### config.mk
export PLATFORM = sky130hd
export DESIGN_NAME = bounded_deque
export DESIGN_NICKNAME = d
export VERILOG_FILES = /design/src/bdq_pkg.sv /design/src/bdq_ram.sv /design/src/bdq_ptr.sv /design/src/bounded_deque.sv
export SDC_FILE = /design/constraint.sdc
export NUM_CORES = 1
export LEC_CHECK = 0
export BUFFER_PORTS_ARGS = -buffer_cell sky130_fd_sc_hd__buf_4
export CAP_MARGIN = 20
export CORE_ASPECT_RATIO = 1.5
export CORE_UTILIZATION = 50
export DETAILED_ROUTE_END_ITERATION = 10
export GPL_TIMING_DRIVEN = 0
export MAX_ROUTING_LAYER = met4
export PLACE_DENSITY_LB_ADDON = 0.15
export SYNTH_ARGS = -nofsm -noshare
export SYNTH_HDL_FRONTEND = slang
export SYNTH_SLANG_ARGS = --single-unit
### constraint.sdc
create_clock -name clock -period 9.7 [get_ports clock]
set_clock_uncertainty 0.2 [all_clocks]
set_input_delay 0.485 -clock clock [delete_from_list [all_inputs] [get_ports clock]]
set_output_delay 0.485 -clock clock [all_outputs]
set_load 0.05 [all_outputs]
### src/bdq_pkg.sv
// Shared types and codes for the bounded double-ended queue.
package bdq_pkg;

   localparam int WORD_W = 32;
   localparam int CAP_W  = 5;
   localparam logic [CAP_W-1:0] CAP_RESET = 5'd16;

   typedef logic [1:0] req_kind_type;
   typedef logic [1:0] status_type;

   // request codes
   localparam req_kind_type REQ_PUSH_FRONT = 2'd0;
   localparam req_kind_type REQ_PUSH_BACK  = 2'd1;
   localparam req_kind_type REQ_POP_FRONT  = 2'd2;
   localparam req_kind_type REQ_POP_BACK   = 2'd3;

   // status codes
   localparam status_type ST_PUSHED = 2'd0;
   localparam status_type ST_POPPED = 2'd1;
   localparam status_type ST_FULL   = 2'd2;
   localparam status_type ST_EMPTY  = 2'd3;

   // per-request controls from the pointer unit
   typedef struct packed {
      status_type status;
      logic       wr_en;
      logic       rd_en;
   } ctl_type;

endpackage

### src/bdq_ram.sv
// Simple dual-port word store with a registered read port.
module bdq_ram #(
   parameter int DEPTH = 16,
   parameter int WIDTH = 32
) (
   input  logic                     clock,
   input  logic                     wr_en,
   input  logic [$clog2(DEPTH)-1:0] wr_addr,
   input  logic [WIDTH-1:0]         wr_data,
   input  logic                     rd_en,
   input  logic [$clog2(DEPTH)-1:0] rd_addr,
   output logic [WIDTH-1:0]         rd_data
);

   logic [WIDTH-1:0] mem [DEPTH];
   logic [WIDTH-1:0] rd_data_ff;

   // write port
   always_ff @(posedge clock) begin
      if (wr_en) begin
         mem[wr_addr] <= wr_data;
      end
   end

   // read port, registered, holds between reads
   always_ff @(posedge clock) begin
      if (rd_en) begin
         rd_data_ff <= mem[rd_addr];
      end
   end

   assign rd_data = rd_data_ff;

endmodule

### src/bdq_ptr.sv
// Front pointer and occupancy tracking; decides status and store access per request.
module bdq_ptr #(
   parameter int DEPTH = 16
) (
   input  logic                        clock,
   input  logic                        reset,
   input  logic                        accept,
   input  bdq_pkg::req_kind_type       req_type,
   input  logic [bdq_pkg::CAP_W-1:0]   capacity,
   output bdq_pkg::ctl_type            ctl,
   output logic [$clog2(DEPTH)-1:0]    addr
);

   import bdq_pkg::*;

   localparam int AW = $clog2(DEPTH);
   localparam int CW = $clog2(DEPTH + 1);
   localparam int SW = $clog2(2 * DEPTH);
   localparam int LW = (CW > CAP_W) ? CW : CAP_W;

   logic [AW-1:0] front_ptr_ff, front_ptr_in;
   logic [CW-1:0] occ_ff, occ_in;

   logic [LW-1:0] limit;
   logic          full, empty;
   logic [AW-1:0] front_dec, front_inc, back_wr, back_rd;
   logic [SW-1:0] sum_wr, sum_rd;
   status_type    status;
   logic          wr_en, rd_en;

   // effective limit saturates at the store depth
   always_comb begin
      if (LW'(capacity) > LW'(DEPTH)) begin
         limit = LW'(DEPTH);
      end else begin
         limit = LW'(capacity);
      end
   end

   assign full  = LW'(occ_ff) >= limit;
   assign empty = (occ_ff == '0);

   // circular index arithmetic
   always_comb begin
      sum_wr = SW'(front_ptr_ff) + SW'(occ_ff);
      sum_rd = SW'(front_ptr_ff) + SW'(occ_ff) - SW'(1);
      if (sum_wr >= SW'(DEPTH)) begin
         back_wr = AW'(sum_wr - SW'(DEPTH));
      end else begin
         back_wr = AW'(sum_wr);
      end
      if (sum_rd >= SW'(DEPTH)) begin
         back_rd = AW'(sum_rd - SW'(DEPTH));
      end else begin
         back_rd = AW'(sum_rd);
      end
      if (front_ptr_ff == '0) begin
         front_dec = AW'(DEPTH - 1);
      end else begin
         front_dec = front_ptr_ff - AW'(1);
      end
      if (front_ptr_ff == AW'(DEPTH - 1)) begin
         front_inc = '0;
      end else begin
         front_inc = front_ptr_ff + AW'(1);
      end
   end

   // request decode and state update
   always_comb begin
      front_ptr_in = front_ptr_ff;
      occ_in       = occ_ff;
      status       = ST_EMPTY;
      wr_en        = 1'b0;
      rd_en        = 1'b0;
      addr         = front_ptr_ff;
      case (req_type)
         REQ_PUSH_FRONT: begin
            addr = front_dec;
            if (full) begin
               status = ST_FULL;
            end else begin
               status       = ST_PUSHED;
               wr_en        = 1'b1;
               front_ptr_in = front_dec;
               occ_in       = occ_ff + CW'(1);
            end
         end
         REQ_PUSH_BACK: begin
            addr = back_wr;
            if (full) begin
               status = ST_FULL;
            end else begin
               status = ST_PUSHED;
               wr_en  = 1'b1;
               occ_in = occ_ff + CW'(1);
            end
         end
         REQ_POP_FRONT: begin
            addr = front_ptr_ff;
            if (!empty) begin
               status       = ST_POPPED;
               rd_en        = 1'b1;
               front_ptr_in = front_inc;
               occ_in       = occ_ff - CW'(1);
            end
         end
         REQ_POP_BACK: begin
            addr = back_rd;
            if (!empty) begin
               status = ST_POPPED;
               rd_en  = 1'b1;
               occ_in = occ_ff - CW'(1);
            end
         end
         default: begin
            status = ST_EMPTY;
         end
      endcase
   end

   assign ctl.status = status;
   assign ctl.wr_en  = accept && wr_en;
   assign ctl.rd_en  = accept && rd_en;

   always_ff @(posedge clock) begin
      if (reset) begin
         front_ptr_ff <= '0;
         occ_ff       <= '0;
      end else if (accept) begin
         front_ptr_ff <= front_ptr_in;
         occ_ff       <= occ_in;
      end
   end

   // occupancy and pointer stay inside the store
   a_occ_bound: assert property (@(posedge clock) disable iff (reset)
      occ_ff <= CW'(DEPTH))
      else $error("occupancy above depth");

   a_front_bound: assert property (@(posedge clock) disable iff (reset)
      front_ptr_ff <= AW'(DEPTH - 1))
      else $error("front pointer outside store");

   a_no_push_when_full: assert property (@(posedge clock) disable iff (reset)
      (accept && full && !req_type[1]) |=> $stable(occ_ff))
      else $error("rejected push changed occupancy");

endmodule

### src/bounded_deque.sv
// Top level of the bounded double-ended queue: capacity register, store, result stages.
//
// A bounded double-ended queue of signed 32-bit words held in a DEPTH-word
// circular store. One request (push or pop at either end) is taken per cycle
// while req_stall is low. The registered store read and the pending stage
// load at the transfer edge; the output register then loads from them when
// it is free, and the result is presented from there. A pending stage
// in front of the output register lets a new request be taken while a result
// waits; req_stall rises only when both stages are full and rsp_stall is high.
// The capacity register (reset 16) limits how many words are held; values
// above DEPTH act as DEPTH and zero rejects every push. No clearing is needed
// after reset: only words written by a push are ever read back.
module bounded_deque #(
   parameter int DEPTH = 16
) (
   input  logic                        clock,
   input  logic                        reset,
   // request channel
   input  logic                        req_valid,
   output logic                        req_stall,
   input  bdq_pkg::req_kind_type       req_type,
   input  logic signed [31:0]          req_value,
   // result channel
   output logic                        rsp_valid,
   input  logic                        rsp_stall,
   output bdq_pkg::status_type         rsp_status,
   output logic signed [31:0]          rsp_out_value,
   // capacity register write
   input  logic                        csr_valid,
   output logic                        csr_ready,
   input  logic [bdq_pkg::CAP_W-1:0]   csr_capacity
);

   import bdq_pkg::*;

   localparam int AW = $clog2(DEPTH);

   logic [CAP_W-1:0]  capacity_ff;
   logic              req_acc;
   ctl_type           ctl;
   logic [AW-1:0]     addr;
   logic [WORD_W-1:0] rd_data;

   logic              p_valid_ff, p_valid_in;
   status_type        p_status_ff;
   logic [WORD_W-1:0] p_value_ff;
   logic              p_from_mem_ff;
   logic              move;

   logic              rsp_valid_ff, rsp_valid_in;
   status_type        rsp_status_ff;
   logic [WORD_W-1:0] rsp_value_ff, rsp_value_in;

   // capacity register
   assign csr_ready = 1'b1;

   always_ff @(posedge clock) begin
      if (reset) begin
         capacity_ff <= CAP_RESET;
      end else if (csr_valid && csr_ready) begin
         capacity_ff <= csr_capacity;
      end
   end

   // request transfer
   assign move      = p_valid_ff && (!rsp_valid_ff || !rsp_stall);
   assign req_stall = p_valid_ff && !move;
   assign req_acc   = req_valid && !req_stall;

   bdq_ptr #(.DEPTH(DEPTH)) u_ptr (
      .clock    (clock),
      .reset    (reset),
      .accept   (req_acc),
      .req_type (req_type),
      .capacity (capacity_ff),
      .ctl      (ctl),
      .addr     (addr)
   );

   bdq_ram #(.DEPTH(DEPTH), .WIDTH(WORD_W)) u_ram (
      .clock   (clock),
      .wr_en   (ctl.wr_en),
      .wr_addr (addr),
      .wr_data (req_value),
      .rd_en   (ctl.rd_en),
      .rd_addr (addr),
      .rd_data (rd_data)
   );

   // pending stage: waits for the store read
   always_comb begin
      if (req_acc) begin
         p_valid_in = 1'b1;
      end else if (move) begin
         p_valid_in = 1'b0;
      end else begin
         p_valid_in = p_valid_ff;
      end
   end

   always_ff @(posedge clock) begin
      if (reset) begin
         p_valid_ff <= 1'b0;
      end else begin
         p_valid_ff <= p_valid_in;
      end
   end

   always_ff @(posedge clock) begin
      if (req_acc) begin
         p_status_ff   <= ctl.status;
         p_from_mem_ff <= ctl.rd_en;
         p_value_ff    <= ctl.wr_en ? req_value : '0;
      end
   end

   // output register
   assign rsp_value_in = p_from_mem_ff ? rd_data : p_value_ff;

   always_comb begin
      if (move) begin
         rsp_valid_in = 1'b1;
      end else begin
         rsp_valid_in = rsp_valid_ff && rsp_stall;
      end
   end

   always_ff @(posedge clock) begin
      if (reset) begin
         rsp_valid_ff <= 1'b0;
      end else begin
         rsp_valid_ff <= rsp_valid_in;
      end
   end

   always_ff @(posedge clock) begin
      if (move) begin
         rsp_status_ff <= p_status_ff;
         rsp_value_ff  <= rsp_value_in;
      end
   end

   assign rsp_valid     = rsp_valid_ff;
   assign rsp_status    = rsp_status_ff;
   assign rsp_out_value = rsp_value_ff;

   // a taken request always lands in the pending stage
   a_acc_pending: assert property (@(posedge clock) disable iff (reset)
      req_acc |=> p_valid_ff)
      else $error("accepted request lost");

   // stall only when both result stages hold data
   a_stall_full: assert property (@(posedge clock) disable iff (reset)
      req_stall |-> (p_valid_ff && rsp_valid_ff && rsp_stall))
      else $error("stall without full result stages");

   // rejected requests report a zero word
   a_reject_zero: assert property (@(posedge clock) disable iff (reset)
      (rsp_valid && (rsp_status == ST_FULL || rsp_status == ST_EMPTY))
         |-> (rsp_out_value == '0))
      else $error("rejected request carries a word");

endmodule
==> metrics.csv <==
stage,metric,value,unit
synth,yosys_warnings,0,
critical_path,end_kind,flop,
cts,cts_resized,0,
global_routing,grt_use_total,0.2328,
synth,ys_ff_latch,629,
timing,setup_viol,0,
die,die-area,49560,um^2
layout,finalNetCount,1423,
route,met1Wirelength,21.85,mm
die,die_w,182.1,um
critical_path,arrival,5260,ps
worst_hold_path,worstHoldPathType,primary input to flop,
global_routing,grt-ovfl-total,0,
flow_run,drv_cap,0,
critical_path,r2r_start,u_ptr.occ_ff[0],
global_routing,grt_max_degree,24,
layout,drive_gt1_frac,0.2951,
layout,final_cell_mix,"edfxtp_1, mux4_2, buf_4, a22oi_1, clkbuf_16",
global_routing,grt_antenna_before_repair,1,
synth,synth_nets,1210,
route,drt_wl_total,54.03,mm
route,met3WireLength,2.318,mm
die,die_h,272.2,um
timing,period_share,0.5311,
route,highest_layer,met4,
die,start_util,0.5087,
timing,hold_viol,0,
die,io_pins,81,
cts,cts_setup_buffers,0,
global_routing,grt_pass1_wl,80.77,mm
route,wl_per_cell,26.96,um
synth,ys_seq_area_frac,0.7698,
route,firstDrtPassIters,5,
timing,worst_pin_slew,1081,ps
power_and_ir_drop,power,6658,uW
cts,h-tree-depth,2,
route,wl_met2,28.56,mm
synth,syn_inst,1149,
power_and_ir_drop,vdd_drop_max,0.1689,mV
global_routing,grt_pass1_vias,12550,
place,portBuffers,77,
cts,cts_num_sinks,629,
timing,fmax,194.1,MHz
cts,cts.root.buffer_cell,clkbuf_16,
synth,avgSynthCellArea,21.17,um^2
die,rows,98,
cts,holdBufCountCts,29,
route,ant_nets,0,
timing,slew_headroom,0.2754,
route,drc,0,
place,placed_cells,1875,
timing,rsz0062_at_grt,false,
run_status,outcome,"complete, no violations",
power_and_ir_drop,leakage,0.009397,uW
synth,post-synth-top-area-cell,edfxtp_1,
cts,cts-buffers-inserted,56,
critical_path,cp_cell_sequence,"ha_1, fa_1, xnor2_1, and4_1, xnor3_1, mux2i_4, buf_6, buf_2, nand2_1, nor4_2, buf_4, buf_4, buf_6",
synth,netlist-cell-type-count,52,
timing,period_minus_slack,5152,ps
power_and_ir_drop,power.density,235.1,nW/um^2
synth,ys.flop_type,edfxtp_1,
layout,final_common_cell,edfxtp_1,
critical_path,cp_data_required_time,9800,ps
route,drt_iter0_drc,981,
synth,synthTopCellsByArea,"edfxtp_1, mux4_2, a22oi_1, mux2_2, dfxtp_1",
synth,synth_edf_count,613,
place,place.gp.congestion,0.7868,
timing,holdWs,18.96,ps
layout,area_growth,16.41,%
layout,final_util,0.5922,
critical_path,critical_path_buf_inv_count,5,
synth,syn_area,24330,um^2
worst_hold_path,hp-start,req_value[5],
route,vias_per_cell,5.938,
synth,yosysTopAreaCellShare,0.7567,
critical_path,slowest_delay,760,ps
critical_path,path_class,flop to flop,
synth,ys_async_sr_fraction,0,
route,num_vias,11900,
cts,cts_tree,done,
place,dp_hpwl,35.26,mm
critical_path,crit_start,u_ptr.occ_ff[0],
critical_path,cpMaxStageDelayCell,nor4_2,
cts,cts_buffer_depth,3,
layout,finalNonFillerCells,2004,
die,core,47820,um^2
timing,finalMaxSlewViolations,0,
critical_path,cp-start-kind,flop,
layout,fill_cells,3536,
cts,clk_pin_slew,70,ps
cts,clock_latency,590,ps
critical_path,crit_family,simple AND/OR/NAND/NOR gates,
critical_path,cp_max_fo,10,
-- cells by family (layout without fill, tap and decap cells) --
logic type / count (synthesis) / in the layout / share of synthesized area
compound gates: 109 / 109 / 0.03317
xor+xnor: 8 / 8 / 0.003446
fa+ha+maj: 17 / 17 / 0.009361
buf+inv: 74 / 328 / 0.01620
flops: 629 / 629 / 0.7698
mux: 174 / 174 / 0.1408
other cells: 1 / 2 / 0.0001541
simple gates: 137 / 137 / 0.02705
-- worst paths after layout --
path,to,slack [ps],cells after the start
hold reg to reg,rsp_status[1],230,0
setup reg to reg,u_ram.mem[5][19],4550,13
setup / recovery,u_ram.mem[5][19],4550,13
hold / removal,u_ram.mem[3][5],20,1
-- metal layers --
metal | GRT usage | vias to the layer above
met5 | - | -
met4 | 0.06280 | 0
met3 | 0.02861 | 84
met2 | 0.4034 | 328
met1 | 0.2904 | 6321
li1 | - | 5166
-- synthesized netlist by cell type, types with 8 or more instances --
cell type  count
mux4_2       130
and2_1        34
dfxtp_1       16
inv_1         12
mux2_2        35
mux2i_1        8
buf_2         12
nand2_1       50
ha_1          15
edfxtp_1     613
clkbuf_1      23
a21oi_1        8
nor2_1        26
a22oi_1       64
buf_4         15
-- final cells by class --
type / instances / area [um^2] / share of cell area
sequential: 629 / 18730 / 0.6613
multi-input combinational: 446 / 5341 / 0.1886
clock buffer: 72 / 1483 / 0.05236
timing repair buffer: 155 / 1468 / 0.05183
tap: 600 / 750.7 / 0.02651
buffer: 60 / 341.6 / 0.01206
clock inverter: 27 / 151.4 / 0.005346
inverter: 14 / 52.55 / 0.001856
antenna: 1 / 2.502 / 0.00008837
-- flip-flops by register name, summed over array words and instances, names as in the netlist, 2 cells and up --
signal              count
u_ram.mem             512
p_value_ff             32
rsp_out_value          32
u_ram.rd_data          32
capacity_ff             5
u_ptr.occ_ff            5
u_ptr.front_ptr_ff      4
p_status_ff             2
rsp_status              2
-- power breakdown --
part | internal (uW) | leakage [uW] | switching [uW]
Sequential | 3140 | 0.00572 | 32.9
Clock | 1100 | 0.000797 | 942
Combinational | 642 | 0.00288 | 808
Total | 4880 | 0.00940 | 1780
-- metrics by stage --
step	TNS [ps]	instance area, um^2	worst slack, ps
after floorplan	0	24330	3506
after global placement	-91300	25660	-787.4
after detailed placement	0	26390	4503
after CTS	0	28320	4489
after global routing	0	28320	4329
final	0	28320	4548
(Power assumes the default switching activity.)
